### src/hw/rtl/lpfr_pkg.sv
// Shared types and constants for the length-prefixed frame receiver.
package lpfr_pkg;

  localparam int unsigned BUFFER_BYTES_DEF = 64;
  localparam int unsigned BYTE_W = 8;
  localparam int unsigned LENGTH_W = 16;
  localparam int unsigned IDX_W = 6;
  localparam int unsigned DLEN_W = 7;

  typedef enum logic [1:0] {
    S_LEN_LO  = 2'd0,
    S_LEN_HI  = 2'd1,
    S_PAYLOAD = 2'd2,
    S_DRAIN   = 2'd3
  } lpfr_state_e;

endpackage

### src/hw/rtl/lpfr_mem.sv
// Payload store: one write port, one read port with registered read data.
module lpfr_mem import lpfr_pkg::*; #(
  parameter int unsigned DEPTH = BUFFER_BYTES_DEF,
  parameter int unsigned AW    = 6
) (
  input  logic              clk_i,
  input  logic              we_i,
  input  logic [AW-1:0]     waddr_i,
  input  logic [BYTE_W-1:0] wdata_i,
  input  logic              re_i,
  input  logic [AW-1:0]     raddr_i,
  output logic [BYTE_W-1:0] rdata_o
);

  logic [BYTE_W-1:0] mem_q [DEPTH];
  logic [BYTE_W-1:0] rdata_q;

  always_ff @(posedge clk_i) begin
    if (we_i) begin
      mem_q[waddr_i] <= wdata_i;
    end
  end

  always_ff @(posedge clk_i) begin
    if (re_i) begin
      rdata_q <= mem_q[raddr_i];
    end
  end

  assign rdata_o = rdata_q;

endmodule

### src/hw/rtl/length_prefixed_frame_receiver.sv
// Length-prefixed frame receiver: top level with framing control and drain logic.
//
// Input channel rx_*: one channel byte per word. A message is a 16-bit length,
// low byte first, then that many payload bytes. Payload bytes land in a
// BUFFER_BYTES deep store; bytes past capacity are counted and dropped.
// Output channel out_*: one word per delivered payload byte, in order, with
// byte_index, delivered_length (length clipped to capacity), truncated and
// last. A zero-length message gives one word with has_byte low and last high.
// Throughput: one input byte per cycle while a message is being received.
// When the final payload byte is taken, the store is read out one entry per
// cycle through its single read port, registered in the store and then in
// the output register; min(length, BUFFER_BYTES) words are given back to
// back. rx_ready_o stays low for the whole read-out. A zero-length message
// has no read-out.
// A stalled output holds its word in the output register; the read-out
// pauses with it. The high length byte is taken only while the output
// register is free or being emptied.
// Reset clears the framing state (next byte is a length low byte) and drops
// any word not yet taken. The store itself is not cleared.
module length_prefixed_frame_receiver import lpfr_pkg::*; #(
  parameter int unsigned BUFFER_BYTES = BUFFER_BYTES_DEF
) (
  input  logic              clk_i,
  input  logic              rst_ni,
  input  logic              rx_valid_i,
  output logic              rx_ready_o,
  input  logic [BYTE_W-1:0] rx_byte_i,
  output logic              out_valid_o,
  input  logic              out_ready_i,
  output logic [BYTE_W-1:0] payload_byte_o,
  output logic [IDX_W-1:0]  byte_index_o,
  output logic              has_byte_o,
  output logic [DLEN_W-1:0] delivered_length_o,
  output logic              truncated_o,
  output logic              last_o
);

  localparam int unsigned AW = (BUFFER_BYTES > 1) ? $clog2(BUFFER_BYTES) : 1;

  lpfr_state_e         state_q, state_d;
  logic [LENGTH_W-1:0] len_q, len_d;
  logic [LENGTH_W-1:0] cnt_q, cnt_d;
  logic [DLEN_W-1:0]   dlen_q, dlen_d;
  logic                trunc_q, trunc_d;
  logic [DLEN_W-1:0]   rd_cnt_q, rd_cnt_d;
  logic                rd_pend_q, rd_pend_d;
  logic [IDX_W-1:0]    pidx_q;
  logic                out_valid_q, out_valid_d;

  logic [BYTE_W-1:0]   data_q;
  logic [IDX_W-1:0]    idx_q;
  logic                has_q;
  logic [DLEN_W-1:0]   odlen_q;
  logic                otrunc_q;
  logic                last_q;

  logic                slot_free, load_rd, load_zero, acc, rd_en, mem_we, last_rd;
  logic [LENGTH_W-1:0] cnt_inc;
  logic [BYTE_W-1:0]   rdata;

  assign slot_free  = !out_valid_q || out_ready_i;
  assign load_rd    = rd_pend_q && slot_free;
  assign last_rd    = ({1'b0, pidx_q} + DLEN_W'(1)) == dlen_q;
  assign cnt_inc    = cnt_q + LENGTH_W'(1);
  assign rx_ready_o = (state_q == S_LEN_LO) || (state_q == S_PAYLOAD) ||
                      ((state_q == S_LEN_HI) && slot_free);
  assign acc        = rx_valid_i && rx_ready_o;

  always_comb begin
    state_d     = state_q;
    len_d       = len_q;
    cnt_d       = cnt_q;
    dlen_d      = dlen_q;
    trunc_d     = trunc_q;
    rd_cnt_d    = rd_cnt_q;
    rd_pend_d   = rd_pend_q;
    out_valid_d = out_valid_q && !out_ready_i;
    load_zero   = 1'b0;
    rd_en       = 1'b0;
    mem_we      = 1'b0;
    unique case (state_q)
      S_LEN_LO: begin
        if (acc) begin
          len_d   = {{(LENGTH_W-BYTE_W){1'b0}}, rx_byte_i};
          state_d = S_LEN_HI;
        end
      end
      S_LEN_HI: begin
        if (acc) begin
          len_d = {rx_byte_i, len_q[BYTE_W-1:0]};
          cnt_d = '0;
          if ({rx_byte_i, len_q[BYTE_W-1:0]} == '0) begin
            load_zero   = 1'b1;
            out_valid_d = 1'b1;
            state_d     = S_LEN_LO;
          end else begin
            state_d = S_PAYLOAD;
          end
        end
      end
      S_PAYLOAD: begin
        if (acc) begin
          mem_we = cnt_q < LENGTH_W'(BUFFER_BYTES);
          cnt_d  = cnt_inc;
          if (cnt_inc >= len_q) begin
            if (len_q > LENGTH_W'(BUFFER_BYTES)) begin
              dlen_d  = DLEN_W'(BUFFER_BYTES);
              trunc_d = 1'b1;
            end else begin
              dlen_d  = len_q[DLEN_W-1:0];
              trunc_d = 1'b0;
            end
            rd_cnt_d = '0;
            state_d  = S_DRAIN;
          end
        end
      end
      S_DRAIN: begin
        rd_en     = (rd_cnt_q < dlen_q) && (!rd_pend_q || load_rd);
        rd_pend_d = rd_en || (rd_pend_q && !load_rd);
        if (rd_en) begin
          rd_cnt_d = rd_cnt_q + DLEN_W'(1);
        end
        if (load_rd) begin
          out_valid_d = 1'b1;
          if (last_rd) begin
            state_d = S_LEN_LO;
          end
        end
      end
      default: state_d = S_LEN_LO;
    endcase
  end

  always_ff @(posedge clk_i or negedge rst_ni) begin
    if (!rst_ni) begin
      state_q     <= S_LEN_LO;
      len_q       <= '0;
      cnt_q       <= '0;
      dlen_q      <= '0;
      trunc_q     <= 1'b0;
      rd_cnt_q    <= '0;
      rd_pend_q   <= 1'b0;
      out_valid_q <= 1'b0;
    end else begin
      state_q     <= state_d;
      len_q       <= len_d;
      cnt_q       <= cnt_d;
      dlen_q      <= dlen_d;
      trunc_q     <= trunc_d;
      rd_cnt_q    <= rd_cnt_d;
      rd_pend_q   <= rd_pend_d;
      out_valid_q <= out_valid_d;
    end
  end

  always_ff @(posedge clk_i) begin
    if (rd_en) begin
      pidx_q <= rd_cnt_q[IDX_W-1:0];
    end
    if (load_zero) begin
      data_q   <= '0;
      idx_q    <= '0;
      has_q    <= 1'b0;
      odlen_q  <= '0;
      otrunc_q <= 1'b0;
      last_q   <= 1'b1;
    end else if (load_rd) begin
      data_q   <= rdata;
      idx_q    <= pidx_q;
      has_q    <= 1'b1;
      odlen_q  <= dlen_q;
      otrunc_q <= trunc_q;
      last_q   <= last_rd;
    end
  end

  lpfr_mem #(
    .DEPTH (BUFFER_BYTES),
    .AW    (AW)
  ) u_mem (
    .clk_i   (clk_i),
    .we_i    (mem_we),
    .waddr_i (cnt_q[AW-1:0]),
    .wdata_i (rx_byte_i),
    .re_i    (rd_en),
    .raddr_i (rd_cnt_q[AW-1:0]),
    .rdata_o (rdata)
  );

  assign out_valid_o        = out_valid_q;
  assign payload_byte_o     = data_q;
  assign byte_index_o       = idx_q;
  assign has_byte_o         = has_q;
  assign delivered_length_o = odlen_q;
  assign truncated_o        = otrunc_q;
  assign last_o             = last_q;

  a_pend_in_drain: assert property (@(posedge clk_i) disable iff (!rst_ni)
    rd_pend_q |-> state_q == S_DRAIN)
    else $error("read pending outside drain");

  a_rd_bound: assert property (@(posedge clk_i) disable iff (!rst_ni)
    state_q == S_DRAIN |-> rd_cnt_q <= dlen_q && dlen_q <= DLEN_W'(BUFFER_BYTES))
    else $error("read counter past delivered length");

  a_zero_word: assert property (@(posedge clk_i) disable iff (!rst_ni)
    out_valid_o && !has_byte_o |-> last_o && delivered_length_o == '0)
    else $error("empty word malformed");

  a_idx_range: assert property (@(posedge clk_i) disable iff (!rst_ni)
    out_valid_o && has_byte_o |-> {1'b0, byte_index_o} < delivered_length_o)
    else $error("byte index out of range");

  a_no_rx_drain: assert property (@(posedge clk_i) disable iff (!rst_ni)
    load_rd |=> out_valid_q)
    else $error("read word lost");

endmodule

### config.mk
export PLATFORM = sky130hd
export DESIGN_NAME = length_prefixed_frame_receiver
export DESIGN_NICKNAME = d
export VERILOG_FILES = /design/src/hw/rtl/lpfr_pkg.sv /design/src/hw/rtl/lpfr_mem.sv /design/src/hw/rtl/length_prefixed_frame_receiver.sv
export SDC_FILE = /design/constraint.sdc
export NUM_CORES = 1
export LEC_CHECK = 0
export BUFFER_PORTS_ARGS = -buffer_cell sky130_fd_sc_hd__buf_4
export CAP_MARGIN = 40
export CORE_ASPECT_RATIO = 1.25
export CORE_MARGIN = 3
export CORE_UTILIZATION = 25
export DETAILED_ROUTE_END_ITERATION = 12
export GPL_TIMING_DRIVEN = 0
export MAX_ROUTING_LAYER = met4
export SLEW_MARGIN = 10
export SYNTH_ARGS = -nofsm -noshare
export SYNTH_HDL_FRONTEND = slang
export SYNTH_SLANG_ARGS = --single-unit
### constraint.sdc
create_clock -name clk_i -period 9 [get_ports clk_i]
set_clock_uncertainty 0.15 [all_clocks]
set_input_delay 0.9 -clock clk_i [delete_from_list [all_inputs] [get_ports clk_i]]
set_output_delay 0.9 -clock clk_i [all_outputs]
set_load 0.02 [all_outputs]
Yosys cells after proc, flatten, opt, wreduce, memory -nomap -nowiden
Memory sizes are Yosys's and may differ from the RTL's. A register that Yosys moved wholly into a read port is not among the register bits.
Cells that the tools add are included.
{ "word_totals": {"register_bits": 81, "ramBits": 512, "input_bits": 12, "out_inout_bits": 26, "mem_count": 1} }
{ "memory_table": {"columns": ["memory", "depth", "word_bits", "read_ports", "rd_clocked_by_memory_dff", "write_ports", "line_no", "rtl"], "rows": [
  ["u_mem.mem_q", 64, 8, 1, 1, 1, "lpfr_mem.sv:15", "logic [BYTE_W-1:0] mem_q [DEPTH];"]
]} }
{ "op_classes": {"add_sub_neg": 3, "order_cmp": 4, "n_eq_ne": 11, "n_mux": 32, "bitwise": 1, "n_reduce_logical": 26} }
{ "op_table": {"columns": ["cell", "n"], "rows": [
  ["$mux W16", 4],
  ["$pmux W16 S2", 2],
  ["$mux W7", 4],
  ["$add A16 B1 Y16 const B", 1],
  ["$ge A16 B16 Y1", 1],
  ["$gt A16 B7 Y1 const B", 1],
  ["$logic_not A16 Y1", 1],
  ["$lt A16 B7 Y1 const B", 1],
  ["$mux W2", 7],
  ["$pmux W7 S2", 1],
  ["$mux W1", 12],
  ["$ne A2 B2 Y1 const B", 6],
  ["$reduce_and A3 Y1", 4],
  ["$pmux W2 S4", 1],
  ["$add A6 B1 Y7 const B", 1],
  ["$add A7 B1 Y7 const B", 1],
  ["$eq A7 B7 Y1", 1],
  ["$lt A7 B7 Y1", 1],
  ["$logic_and A1 B1 Y1", 6],
  ["$reduce_and A6 Y1", 1],
  ["$reduce_bool A2 Y1", 3],
  ["$logic_or A1 B1 Y1", 5],
  ["$eq A2 B2 Y1 const B", 2],
  ["$logic_not A1 Y1", 4],
  ["other kinds (6)", 6]
]} }

Longest topological paths before layout
{ "logic_depth": {"ltp_word": 9, "ltp_mapped": 15} }

Hierarchy
From an unflattened synthesis, not the netlist that was laid out.
{ "hier_totals": {"cells_unflattened": 1412, "area_unflattened_um2": 24516.0} }
{ "by_module_without_submodules": {"columns": ["mod", "instances", "cells_per_inst", "area_per_inst_um2", "seq_area_each_um2"], "rows": [
  ["lpfr_mem", 1, 940, 20246.9, 15615.0],
  ["length_prefixed_frame_receiver", 1, 472, 4269.1, 1936.9]
]} }

Worst setup path before layout
Ideal clock, no wire load.
{ "synth_path": {"path_kind": "register -> register", "from": "register cnt_q[2]", "to": "register rd_cnt_q[0]", "setup_ns": 0.095, "t_arrival_ns": 3.309, "required_ns": 8.755, "path_slack_ns": 5.446, "path_stages_with_launch": 15, "synth_period_minus_slack_ns": 3.554, "cell_sequence": "dfrtp_1 -> buf_2 -> nand3_1 -> nor3_1 -> and3_1 -> nand3_1 -> xnor2_1 -> ha_1 -> a41o_1 -> a211oi_1 -> o211ai_1 -> o211ai_1 -> clkbuf_1 -> nand3_1 -> o31ai_1"} }
{ "synth_via": {"elab_chain_cells": 4} }
{ "synth_rtl": {"columns": ["element", "line_no", "rtl"], "rows": [
  ["start: declaration", "length_prefixed_frame_receiver.sv:42", "logic [LENGTH_W-1:0] cnt_q, cnt_d;"],
  ["start signal: assignment", "length_prefixed_frame_receiver.sv:148", "cnt_q <= cnt_d;"],
  ["$add A16 B1 Y16", "length_prefixed_frame_receiver.sv:64", "assign cnt_inc = cnt_q + LENGTH_W'(1);"],
  ["$ge A16 B16 Y1", "length_prefixed_frame_receiver.sv:105", "if (cnt_inc >= len_q) begin"],
  ["$ne A2 B1 Y1 (no line)", null, null],
  ["$reduce_and A4 Y1 (no line)", null, null],
  ["end signal: assignment", "length_prefixed_frame_receiver.sv:151", "rd_cnt_q <= rd_cnt_d;"],
  ["end: declaration", "length_prefixed_frame_receiver.sv:45", "logic [DLEN_W-1:0] rd_cnt_q, rd_cnt_d;"]
]} }
Every way passes these cells.
A chain may end at the register's enable or synchronous reset.

Final worst setup path
Ends and elaborated chain as after synthesis.

==> qor.yml <==
rows: 126
placed_cell_area_um2: 26100
clk_pin_slew_worst_paths_ps: 60
vias: 13400
synth-seq-area-share: 0.725
crit_fanout: 10
wirelength_um: 60400
die_h_um: 354
rsz0062_at_grt: "false"
r2r_slack_ps: 4400
drv_cap: 0
final_antenna_net_count: 0
post-place-ws_ps: 4420
critPathSlowestCell: "nor3_1"
clk_latency_ps: 610
avgViaCountPerCell: 4.69
combPwrFrac: 0.050
avgSynthCellArea_um2: 17.1
finalSetupViolations: 0
synth_area_leaders: "edfxtp_1, mux4_2, dfrtp_1"
finalSetupTns_ps: 0
fillerInstances: 9444
crit_buf_inv: 2
ios: 38
synth.largest_area_cell: "edfxtp_1"
cts_resized: 0
finalHoldViolCount: 0
grt_pass1_wl_um: 90000
arrival_ps: 4960
io_buffer_count: 37
seqPwrFrac: 0.546
synth_top_area_share: 0.653
startpoint_type: "register"
core_um2: 95200
synthCells: 1417
grt_pass1_vias: 13500
drive_above_1_share: 0.184
drt-initial-drc-count: 1229
ctsHoldBuffers: 0
cts_root_buf: "clkbuf_16"
leakagePower_uw: 0.00885
finalCriticalPeriod_ps: 4600
synth_area_um2: 24200
htreeDepth: 2
syn_nets: 1454
status: "complete, no violations"
slowest_delay_ps: 620
ys_types: 58
areaGrowthSynthToFinish_pct: 15.5
ys_warn_count: 0
period_share: 0.511
p_sw_uw: 1250
crit_top_cell: "nand3_1"
fmax_mhz: 217
pwr_density_cell_nw_per_um2: 205
drt_pre_antenna_iters: 5
regArea_um2: 17600
synth_edf_count: 526
endpoint_kind: "register"
synth-main-ff-cell: "edfxtp_1"
cts.sinks: 601
start_util: 0.254
route.detailed.drc: 0
hold_path_class: "in -> async"
die_area_um2: 101000
tightestPinTransition_ps: 975
worstPathRequired_ps: 9360
yosysMostFrequentCell: "edfxtp_1"
synthTopCellsByCount: "edfxtp_1, mux4_2, nand2_1, nor2_1, dfrtp_1"
grt_max_degree: 68
path_cells: "buf_2, nand3_1, nor3_1, and3_1, nand3_1, xnor2_1, ha_1, a41o_1, a211oi_1, o211ai_1, o211ai_1, clkbuf_1, nand3_1, o31ai_1"
slew_headroom: 0.347
routabilityCongestion: 0.834
power.share.clock: 0.404
cp_top_family: "simple AND/OR/NAND/NOR gates"
clock_path_buffers: 3
synthArstFlopShare: 0.0849
cts_tree: "yes"
dpl.hpwl_um: 39300
antenna_found_initial: 4
postCtsSetupRepairBufs: 0
wl_per_cell_um: 21.2
cts_made_buffers: 56
worstSetupPathType: "reg -> reg"
fin_ws_ps: 4400
overflow: 0
fin_area_um2: 27900
ir_worst_vdd_v: 0.000136
switching_share: 0.218
nNetsFinal: 1559
grt_usage: 0.121
slew_violations: 0
multi_input_area_um2: 6220
synth-seq-cells: 601
internal-power_uw: 4480
die_w_um: 284
-- final timing paths --
path | startpoint | end | cells past startpoint
setup / recovery | cnt_q[2]$_DFFE_PN0P_ | rd_cnt_q[0]$_DFFE_PN0P_ | 14
hold / removal | rst_ni | len_q[13]$_DFFE_PN0P_ | 1
max in group asynchronous | rst_ni | rd_cnt_q[6]$_DFFE_PN0P_ | 1
hold reg to reg | byte_index_o[5]$_SDFFE_PP0P_ | byte_index_o[5]$_SDFFE_PP0P_ | 2
setup reg to reg | cnt_q[2]$_DFFE_PN0P_ | rd_cnt_q[0]$_DFFE_PN0P_ | 14
min in group clk_i | byte_index_o[5]$_SDFFE_PP0P_ | byte_index_o[5]$_SDFFE_PP0P_ | 2
-- through the flow --
step | total power, uW | hold WS [ps] | util | instances
global route | 5900 | 210 | 0.294 | 2849
finish | 5730 | 179 | 0.294 | 2849
global placement | 3460 | 298 | 0.274 | 2734
floorplan | 3330 | 295 | - | 1417
detailed placement | 3470 | 300 | 0.275 | 2742
CTS | 5770 | 166 | 0.293 | 2843
-- cell usage in the layout (no fill, tap or decap), drive strengths merged, types with 3 or more instances in the layout --
cell and count:
edfxtp 526, nand2 128, mux4 128, clkbuf 116, nor2 102, buf 79
dfrtp 51, a21oi 45, o21ai 42, nand3 38, inv 31, ha 25
dfxtp 24, a22oi 23, clkinv 19, xnor2 15, a31oi 14, nor3 14
a22o 13, nor2b 11, o22ai 11, o211ai 11, nor4 9, and3 8
xor2 8, nand4 7, nand2b 6, a21o 6, a211oi 5, a311oi 5
diode 4, mux2i 4, nand3b 4, o31ai 4, a221oi 3, bufinv 3
-- power groups by stage --
stage	combinational, uW	clock [uW]	sequential [uW]
2_1_floorplan	152	0	3180
3_3_place_gp	278	0	3180
3_5_place_dp	288	0	3180
4_1_cts	289	2360	3120
5_1_grt	312	2460	3130
6_report	288	2310	3120
-- per-layer routing --
metal,routed length [um],vias to the layer above,global-route usage,part of all wire
met1,23800,6961,0.147,0.40
met2,30400,492,0.205,0.50
met3,4290,106,0.0238,0.071
met5,0,-,-,0
li1,-,5805,-,-
met4,1790,0,0.0378,0.030
-- area by class of cell --
type	instances	share of cell area
antenna	4	0.000358
clock buffer	74	0.0559
sequential	601	0.628
multi-input combinational	714	0.223
buffer	74	0.0116
tap	1280	0.0573
timing repair buffer	47	0.0128
inverter	28	0.00376
clock inverter	27	0.00779
-- sequential cells by signal, indices dropped and copies added (netlist names), named ones only --
signal and flops:
delivered_length_o 7, pidx_q 6, dlen_q 7, out_valid_o 1, u_mem.mem_q 512, has_byte_o 1
cnt_q 16, len_q 16, state_q 1, trunc_q 1, rd_pend_q 1, last_o 1
byte_index_o 6, u_mem.rdata_o 8, payload_byte_o 8, truncated_o 1, rd_cnt_q 7
-- cells by family after synthesis --
| logic type | after synthesis | synth area share |
|---|---|---|
| AOI/OAI and AO/OA | 195 | 0.0523 |
| xor gates and xnor gates | 23 | 0.00833 |
| adders and majority gates | 25 | 0.0129 |
| buffers and inverters | 102 | 0.0177 |
| DFF | 601 | 0.725 |
| muxes | 133 | 0.121 |
| and+or+nand+nor | 338 | 0.0620 |
Power figures use the tool's default switching activity.
